`src/rtl/core/hilbert_curve_converter_macros.svh`:
```
`ifndef HILBERT_CURVE_CONVERTER_MACROS_SVH
`define HILBERT_CURVE_CONVERTER_MACROS_SVH

// same-cycle implication, checked outside reset
`define HCC_ASSERT_IMPL(label, ante, cons, msg) \
   label: assert property (@(posedge clock) disable iff (reset) (ante) |-> (cons)) \
      else $error(msg);

// next-cycle implication, checked outside reset
`define HCC_ASSERT_NEXT(label, ante, cons, msg) \
   label: assert property (@(posedge clock) disable iff (reset) (ante) |=> (cons)) \
      else $error(msg);

`endif

```
`src/rtl/core/hcc_pkg.sv`:
```
package hcc_pkg;

   // largest grid order the chain supports, one cell per bit level
   localparam int MAX_ORDER = 16;
   localparam int COORD_W   = MAX_ORDER;
   localparam int INDEX_W   = 2 * MAX_ORDER;
   localparam int ORDER_W   = 5;
   localparam int LEVEL_W   = $clog2(MAX_ORDER + 1);

   // conversion direction
   localparam logic ACT_TO_INDEX  = 1'b0;
   localparam logic ACT_TO_COORDS = 1'b1;

   typedef struct packed {
      logic               action;
      logic [COORD_W-1:0] coord_x;
      logic [COORD_W-1:0] coord_y;
      logic [INDEX_W-1:0] curve_index;
   } hcc_req_type;

   typedef struct packed {
      logic [INDEX_W-1:0] index_out;
      logic [COORD_W-1:0] x_out;
      logic [COORD_W-1:0] y_out;
   } hcc_rsp_type;

   // working word that walks down the chain
   typedef struct packed {
      logic               action;
      logic [ORDER_W-1:0] order;
      logic [COORD_W-1:0] x;
      logic [COORD_W-1:0] y;
      logic [INDEX_W-1:0] index;
   } hcc_word_type;

   typedef struct packed {
      logic         valid;
      hcc_word_type word;
   } hcc_link_type;

endpackage

```
`src/rtl/core/hcc_cell.sv`:
```
module hcc_cell (
   input  logic                        clock,
   input  logic                        reset,
   input  logic [hcc_pkg::LEVEL_W-1:0] cell_pos,
   input  hcc_pkg::hcc_link_type       in_link,
   output logic                        in_ready,
   output hcc_pkg::hcc_link_type       out_link,
   input  logic                        out_ready
);
   import hcc_pkg::*;

   logic               valid_ff;
   hcc_word_type       word_ff;
   hcc_word_type       word_in;
   logic [LEVEL_W-1:0] lvl;
   logic               active;
   logic               rx;
   logic               ry;
   logic [1:0]         pair;
   logic [COORD_W-1:0] lmask;
   logic [COORD_W-1:0] xt;
   logic [COORD_W-1:0] yt;

   // top-down levels for coords to index, bottom-up for index to coords
   assign lvl    = (in_link.word.action == ACT_TO_COORDS) ? cell_pos
                   : LEVEL_W'(MAX_ORDER - 1) - cell_pos;
   assign active = ORDER_W'(lvl) < in_link.word.order;
   assign pair   = 2'(in_link.word.index >> {lvl, 1'b0});
   assign lmask  = (COORD_W'(1) << lvl) - COORD_W'(1);

   // one level of rotate and flip
   always_comb begin
      word_in = in_link.word;
      xt      = in_link.word.x;
      yt      = in_link.word.y;
      rx      = 1'b0;
      ry      = 1'b0;
      if (in_link.word.action == ACT_TO_INDEX) begin
         rx = 1'((in_link.word.x >> lvl) & COORD_W'(1));
         ry = 1'((in_link.word.y >> lvl) & COORD_W'(1));
         if (active) begin
            word_in.index = in_link.word.index | (INDEX_W'({rx, rx ^ ry}) << {lvl, 1'b0});
            if (!ry) begin
               if (rx) begin
                  xt = ~xt;
                  yt = ~yt;
               end
               word_in.x = yt;
               word_in.y = xt;
            end
         end
      end else begin
         rx = pair[1];
         ry = pair[0] ^ pair[1];
         if (active) begin
            if (!ry) begin
               if (rx) begin
                  xt = xt ^ lmask;
                  yt = yt ^ lmask;
               end
               word_in.x = yt;
               word_in.y = xt;
            end
            word_in.x = word_in.x | (COORD_W'(rx) << lvl);
            word_in.y = word_in.y | (COORD_W'(ry) << lvl);
         end
      end
   end

   // stage advances when empty or the neighbor takes its word
   assign in_ready = !valid_ff || out_ready;

   always_ff @(posedge clock) begin
      if (reset) begin
         valid_ff <= 1'b0;
      end else if (in_ready) begin
         valid_ff <= in_link.valid;
      end
   end

   always_ff @(posedge clock) begin
      if (in_ready && in_link.valid) begin
         word_ff <= word_in;
      end
   end

   assign out_link.valid = valid_ff;
   assign out_link.word  = word_ff;

endmodule

```
`src/rtl/core/hilbert_curve_converter.sv`:
```
// Hilbert curve converter: maps (x, y) to the distance along a Hilbert curve
// (action 0) or a distance back to (x, y) (action 1) on a grid of side
// 2**grid_order, orders above 16 saturating to 16. A row of 16 cells, one per
// bit level, is followed by an output register that every accepted word passes
// through in turn, and one word is accepted per cycle whenever the response
// side is not stalled. grid_order resets to 16 and is sampled as each word
// enters, so it must only change while the block is empty.
`include "hilbert_curve_converter_macros.svh"

module hilbert_curve_converter (
   input  logic                        clock,
   input  logic                        reset,
   input  logic                        req_valid,
   output logic                        req_stall,
   input  hcc_pkg::hcc_req_type        req_word,
   output logic                        rsp_valid,
   input  logic                        rsp_stall,
   output hcc_pkg::hcc_rsp_type        rsp_word,
   input  logic                        csr_write_enable,
   input  logic [hcc_pkg::ORDER_W-1:0] csr_write_data
);
   import hcc_pkg::*;

   logic [ORDER_W-1:0] grid_order_ff;
   logic [ORDER_W-1:0] eff_order;
   hcc_link_type       head_link;
   hcc_link_type       link [0:MAX_ORDER];
   logic               ready [0:MAX_ORDER];
   logic               rsp_valid_ff;
   hcc_rsp_type        rsp_word_ff;
   hcc_rsp_type        rsp_word_in;
   hcc_word_type       last_word;

   // order register
   always_ff @(posedge clock) begin
      if (reset) begin
         grid_order_ff <= ORDER_W'(MAX_ORDER);
      end else if (csr_write_enable) begin
         grid_order_ff <= csr_write_data;
      end
   end

   assign eff_order = (grid_order_ff > ORDER_W'(MAX_ORDER)) ? ORDER_W'(MAX_ORDER)
                      : grid_order_ff;

   // incoming word into the chain
   always_comb begin
      head_link.valid       = req_valid;
      head_link.word.action = req_word.action;
      head_link.word.order  = eff_order;
      head_link.word.index  = '0;
      head_link.word.x      = '0;
      head_link.word.y      = '0;
      if (req_word.action == ACT_TO_INDEX) begin
         head_link.word.x = req_word.coord_x;
         head_link.word.y = req_word.coord_y;
      end else begin
         head_link.word.index = req_word.curve_index;
      end
   end

   assign link[0]   = head_link;
   assign req_stall = !ready[0];

   // one cell per bit level
   for (genvar i = 0; i < MAX_ORDER; i++) begin : g_cell
      hcc_cell u_cell (
         .clock     (clock),
         .reset     (reset),
         .cell_pos  (LEVEL_W'(i)),
         .in_link   (link[i]),
         .in_ready  (ready[i]),
         .out_link  (link[i+1]),
         .out_ready (ready[i+1])
      );
   end

   // output register, unused fields zeroed
   assign last_word = link[MAX_ORDER].word;

   always_comb begin
      rsp_word_in = '0;
      if (last_word.action == ACT_TO_INDEX) begin
         rsp_word_in.index_out = last_word.index;
      end else begin
         rsp_word_in.x_out = last_word.x;
         rsp_word_in.y_out = last_word.y;
      end
   end

   assign ready[MAX_ORDER] = !rsp_valid_ff || !rsp_stall;

   always_ff @(posedge clock) begin
      if (reset) begin
         rsp_valid_ff <= 1'b0;
      end else if (ready[MAX_ORDER]) begin
         rsp_valid_ff <= link[MAX_ORDER].valid;
      end
   end

   always_ff @(posedge clock) begin
      if (ready[MAX_ORDER] && link[MAX_ORDER].valid) begin
         rsp_word_ff <= rsp_word_in;
      end
   end

   assign rsp_valid = rsp_valid_ff;
   assign rsp_word  = rsp_word_ff;

   // a draining output never backs up the request side
   `HCC_ASSERT_IMPL(a_no_stall_when_drained, !rsp_stall, !req_stall, "request stalled while response drains")
   // an accepted word lands in the first cell
   `HCC_ASSERT_NEXT(a_first_cell_loaded, req_valid && !req_stall, link[1].valid, "accepted word lost at first cell")
   // only one direction's result fields may be nonzero
   `HCC_ASSERT_IMPL(a_one_side_zero, rsp_valid, (rsp_word.index_out == '0) || ((rsp_word.x_out == '0) && (rsp_word.y_out == '0)), "both index and coordinates set")

endmodule

```
`config.mk`:
```
export PLATFORM = sky130hd
export DESIGN_NAME = hilbert_curve_converter
export DESIGN_NICKNAME = d
export VERILOG_FILES = /design/src/rtl/core/hcc_pkg.sv /design/src/rtl/core/hcc_cell.sv /design/src/rtl/core/hilbert_curve_converter.sv
export VERILOG_INCLUDE_DIRS = /design/src /design/src/rtl/core
export SDC_FILE = /design/constraint.sdc
export NUM_CORES = 2
export LEC_CHECK = 0
export ABC_AREA = 1
export BUFFER_PORTS_ARGS = -buffer_cell sky130_fd_sc_hd__buf_2
export CORE_MARGIN = 1.5
export CORE_UTILIZATION = 45
export DETAILED_ROUTE_END_ITERATION = 12
export PLACE_DENSITY = 0.63
export SYNTH_ARGS = -nofsm -noshare
export SYNTH_HDL_FRONTEND = slang
export SYNTH_SLANG_ARGS = --single-unit
```
`constraint.sdc`:
```
create_clock -name clock -period 5.7 [get_ports clock]
set_clock_uncertainty 0.1 [all_clocks]
set_input_delay 1.14 -clock clock [delete_from_list [all_inputs] [get_ports clock]]
set_output_delay 1.14 -clock clock [all_outputs]
set_load 0.05 [all_outputs]
```
* After elaboration in Yosys (flattened, before gate mapping)
Cells that the tools add are included.
** Storage, ports and cells
- Flip-flop bits (word level) :: 1201
- Latch bits :: 0
- RAM bits :: 0
- Bits in read-only memories :: 0
- Input port bits :: 75
- Memories :: 0
** Cells by class
- Add/subtract/negate cells :: 16
- Multipliers :: 0
- Div/mod/pow operators :: 0
- $lt $le $gt $ge :: 17
- Eq/ne operators :: 0
- Shift operators :: 112
- Mux-type cells :: 211
- Bitwise logic cells :: 144
- Reduce and logical (&&, ||, !) cells :: 53
** Operators with widths (number)
- $mux W32 :: 114
- $mux W16 :: 64
- $mux W64 :: 16
- $not A16 Y16 :: 32
- $or A16 B16 Y16 :: 32
- $or A32 B32 Y32 :: 16
- $shl A1 B5 Y16 :: 32
- $shl A2 B6 Y32 :: 16
- $shr A16 B5 Y1 :: 32
- $shr A32 B6 Y2 :: 16
- $xor A16 B16 Y16 :: 32
- $shl A1 B5 Y16 const A :: 16
- $sub A16 B2 Y16 const B :: 16
- $lt A5 B5 Y1 :: 16
- $mux W4 :: 16
- $xor A1 B1 Y1 :: 32
- $logic_not A1 Y1 :: 19
- $logic_and A1 B1 Y1 :: 17
- $logic_or A1 B1 Y1 :: 17
- $gt A5 B5 Y1 const B :: 1
- $mux W5 :: 1

* Depth between registers and ports, before layout
- Depth in word-level cells :: 19
- Gate-level depth with buffers :: 17
- Depth with buffers taken out :: 14

* By module
A second synthesis with hierarchy kept.
** Unflattened totals
- Cell total of the unflattened synthesis :: 15628
- Area, all modules :: 103075.1 um2
** Modules (own cells, without submodules)
- hcc_cell (g_cell[12].u_cell ...) :: times used 13, cells an instance 943, area each 6207.2 um2
- hcc_cell (g_cell[0].u_cell ...) :: times used 2, cells an instance 985, area each 6333.6 um2
- hcc_cell (g_cell[11].u_cell) :: times used 1, cells an instance 1023, area each 6407.4 um2
- hilbert_curve_converter :: times used 1, cells an instance 376, area each 3306.9 um2

* Worst setup path after synthesis
No wires, ideal clock.
- Path type :: input -> register
- Start point :: input port rsp_stall
- End point :: register g_cell[1].u_cell.word_ff (netlist bit g_cell[1].u_cell.out_link[0]) (enable)
- Library setup time :: 521 ps
- Arrival :: 5278 ps
- Path slack :: -199 ps
- Stages :: 11
- Cell sequence :: nand2_1 > nor2_1 > nand4_1 > nor2_1 > nand4_1 > nor2_1 > nand4_1 > nor2_1 > nand2_1 > inv_1 > a21oi_1
** Between the ends
- Word-level cells in the longest chain between the ends :: 18
** RTL lines
- start, declared :: RTL line hilbert_curve_converter.sv:17 : input logic rsp_stall,
- $logic_not A1 Y1 :: RTL line hilbert_curve_converter.sv:91 : assign ready[MAX_ORDER] = !rsp_valid_ff || !rsp_stall;
- $logic_or A1 B1 Y1 :: RTL line hilbert_curve_converter.sv:91
- $logic_or A1 B1 Y1 (15 in a row) :: RTL line hcc_cell.sv:71 : assign in_ready = !valid_ff || out_ready;
- $logic_and A1 B1 Y1 :: RTL line hcc_cell.sv:82 : if (in_ready && in_link.valid) begin
- end signal, assigned :: RTL line hcc_cell.sv:83 : word_ff <= word_in;
- end, declared :: RTL line hcc_cell.sv:13 : hcc_word_type word_ff;
Every way passes these cells.
A chain may end at the register's enable or synchronous reset.

* Worst setup path in the final report
- Start point :: input port rsp_stall
- End point :: output port req_stall
** Between the ends
- Word-level cells in the longest chain between the ends :: 19
** RTL lines
- $logic_not A1 Y1 :: RTL line hilbert_curve_converter.sv:91
- $logic_or A1 B1 Y1 :: RTL line hilbert_curve_converter.sv:91
- $logic_or A1 B1 Y1 (16 in a row) :: RTL line hcc_cell.sv:71
- $logic_not A1 Y1 :: RTL line hilbert_curve_converter.sv:63 : assign req_stall = !ready[0];
- end, declared :: RTL line hilbert_curve_converter.sv:14 : output logic req_stall,
Every way passes these cells.

==> results.md <==
* Status: completed
* End of the critical path: req_stall
* Setup CP Type: input pin to output port
* EDFF count, synth at about 1,200
* Reg2reg end: g_cell[4].u_cell.out_link[37]$_DFFE_PP_
* Root buf cell: clkbuf_16
* DP Area at 0.0651 mm²
* Leakage at 26.1 nW
* Syn Std Cell Area at 0.0644 mm²
* Clock slew at reported path FFs at roughly 0.060 ns
* Flop-to-flop setup slack at approximately 1.4 ns
* Die Area at approximately 0.15 mm²
* Final Cycle Share at 0.790
* Syn Area/Cell at 9.39 µm²
* Initial core utilization at 0.455
* Slew Limit Fails at 0
* Vias/cell at between 5 and 6
* Stages on worst setup path at 12
* Syn Inst Count at between 6,000 and 7,000
* Worst skew pair latency at about 0.76 ns
* Layout cells sized above 1 at 0.0793
* Setup tns final at 0 ns
* First-pass GRT wire length at roughly 220,000 µm
* Crit. End Element: output port
* Final Hold Violating Endpoints at 0
* Finished Cell Area at roughly 0.069 mm²
* IO Pins at between 100 and 150
* Post-synth top cells: edfxtp_1 (1,179), o21ai_0 (1,137), nand2_1 (1,021)
* CP startpoint kind: input pin
* CP required at 4.46 ns
* Pwr Density at ~280 mW/mm²
* Worst VDD drop at around 240 µV
* CP Cell Sequence: buf_2 > nand2_1 > nor2_1 > nand4_1 > nor2_1 > nand4_1 > nor2_1 > nand4_1 > nor2_1 > nand4_1 > inv_1 > buf_2
* CTS tree: done
* Yosys warnings at 0
* Vias in the first global route at between 40,000 and 50,000
* CTS Buf Count at 133
* P_int at 15.0 mW
* Register bit total from synthesis at roughly 1,200
* Share of power burned in the clock network at 0.438
* Cts repair resizes at 0
* Asr flop ratio synth at 0
* Top-count cell post-synth: edfxtp_1
* Final core utilization at 0.489
* Sink Count at 1,201
* Synth Net Count at roughly 7,000
* Number of detailed-route iterations in the first pass at 8
* PortBufs at 140
* Endpoints failing setup at 0
* Sw Ratio at 0.219
* Seq pwr share at 0.515
* Placer Congestion at 0.831
* Ys flop type: edfxtp_1
* Cts hold-fix bufs at 0
* # rows at 138
* Post-Place Worst Slack at ~1.1 ns
* Final net count at ~6,500
* WHS at between 0.3 and 0.4 ns
* Slew of the pin with the lowest slew margin at between 1 and 1.5 ns
* Worst Path Buf+Inv at 3
* Slowest Stage Delay on Critical Path at between 0.3 and 0.4 ns
* Final ANT Viol Nets at 0
* Library cells used by synthesis at 55
* 1st-iter DRT viols at between 3,000 and 4,000
* Slowest cell on crit path: nor2_1
* Vias at between 40,000 and 50,000
* Core area at roughly 0.14 mm²
* Antenna diodes at 0
* RSZ-0062 raised after global routing: no
* Net switching power at ~4.2 mW
* Grt ovf at 0
* Initial antenna violation count at 1
* Setup Buffers After CTS at 0
* Area delta synth->final at 7.64%
* GRT Total Usage at 0.183
* Die width at ~380 µm
* Worst r2r path cells at 12
* Residual DRC at 0
* Fin crit period at approximately 4.5 ns
* H-tree levels at 4
* Drt wl/cell at around 16 µm
* Hold Path Stages at 0
* Final wirelength at 135,000 µm
* Crit path launch: rsp_stall
* Maxcap violations at 0
* Largest net degree at the start of global routing at 71
* Synth top area share at 0.549
* Top cells by area, synth: edfxtp_1 (55%), o21ai_0 (8.8%), xor2_1 (6.1%)
* CTS max path bufs at 3
* Die Ht at 381 µm
* Worst EP arrival at ~3.3 ns
* Power share of the combinational group at 0.046
* Cell family with most CP delay: simple AND/OR/NAND/NOR gates
* Setup slack after layout at 1.20 ns
* Post-DP HPWL at approximately 93,000 µm
* RR Startpoint: g_cell[3].u_cell.out_link[69]$_DFFE_PP_
* Seq/Total Area, Yosys at 0.556
* Hold crit path type: register to register
* Synth area leader: edfxtp_1
* CP max FO at 4
* Fmax at around 220 MHz
* Max-slew headroom at 0.201
==> logic make-up (layout without fill, tap and decap cells) <==
kind of cell    Yosys count  in the layout  synth area share
compound gates         1889           1889             0.163
xor+xnor                562            562            0.0764
fa+ha+maj                73             73            0.0142
buf+inv                1492           1125            0.0895
flops                  1201           1201             0.556
mux                       7              7           0.00113
simple gates           1640           1640            0.0998
==> metrics by stage <==
| step | total power [mW] | std cells |
|---|---|---|
| after CTS | 19.4 | 8387 |
| after detailed placement | 10.9 | 8148 |
| after global placement | 10.9 | 8148 |
| after floorplan | 10.7 | 6864 |
| final | 19.1 | 8387 |
| after global routing | 19.9 | 8387 |
==> placed cells by master, fill, tap and decap left out, types with 112 or more instances in the layout <==
cell type,Yosys,layout
edfxtp_1,1179,1179
o21ai_0,1137,1137
nand2_1,1021,1021
inv_1,631,623
nor2_1,489,477
xor2_1,450,450
a21oi_1,324,315
o211ai_1,185,185
buf_2,103,140
clkbuf_16,0,135
xnor2_1,112,112
==> state kept, by name, summed over array words and instances, names as in the netlist <==
name                    flops
g_cell.u_cell.out_link   1115
g_cell.u_cell.valid_ff     16
grid_order_ff               5
rsp_valid                   1
rsp_word                   64
==> final cells by class <==
class / count / area, µm²
well taps: 1890 / 2360
inverters: 653 / 2450
repair buffers: 233 / 1400
multi-input cells: 4171 / 23000
clock buffers: 161 / 3510
fillers: 12700 / 72400
clock inverters: 78 / 812
flip-flops and latches: 1201 / 35800
==> worst min path at each step <==
| stage | endpoint | slack, ns | startpoint |
|---|---|---|---|
| 2_1_floorplan | g_cell[10].u_cell.out_link[65]$_DFFE_PP_ | 0.33 | g_cell[9].u_cell.out_link[65]$_DFFE_PP_ |
| 3_3_place_gp | g_cell[14].u_cell.out_link[1]$_DFFE_PP_ | 0.30 | g_cell[13].u_cell.out_link[1]$_DFFE_PP_ |
| 3_5_place_dp | g_cell[10].u_cell.out_link[12]$_DFFE_PP_ | 0.30 | g_cell[9].u_cell.out_link[12]$_DFFE_PP_ |
| 4_1_cts | g_cell[1].u_cell.out_link[22]$_DFFE_PP_ | 0.31 | g_cell[0].u_cell.out_link[22]$_DFFE_PP_ |
| 5_1_grt | g_cell[13].u_cell.out_link[0]$_DFFE_PP_ | 0.32 | g_cell[12].u_cell.out_link[0]$_DFFE_PP_ |
| 6_report | g_cell[9].u_cell.out_link[9]$_DFFE_PP_ | 0.31 | g_cell[8].u_cell.out_link[9]$_DFFE_PP_ |
==> metal layers <==
| layer | vias up | wire (µm) | global-route usage |
|---|---|---|---|
| met3 | 192 | 5860 | 0.0254 |
| li1 | 22200 | - | - |
| met2 | 1110 | 68100 | 0.318 |
| met4 | 2 | 3250 | 0.0578 |
| met1 | 21000 | 58200 | 0.235 |
| met5 | - | 13 | 0 |
==> power by group through the flow <==
stage / registers (mW) / logic (mW) / clock network (mW)
after floorplan: 10.0 / 0.713 / 0
after global placement: 10.0 / 0.852 / 0
after detailed placement: 10.1 / 0.886 / 0
after CTS: 9.87 / 0.889 / 8.64
after global routing: 9.88 / 1.02 / 8.96
final: 9.87 / 0.890 / 8.39
No activity file was read; power rests on OpenSTA's default activity.
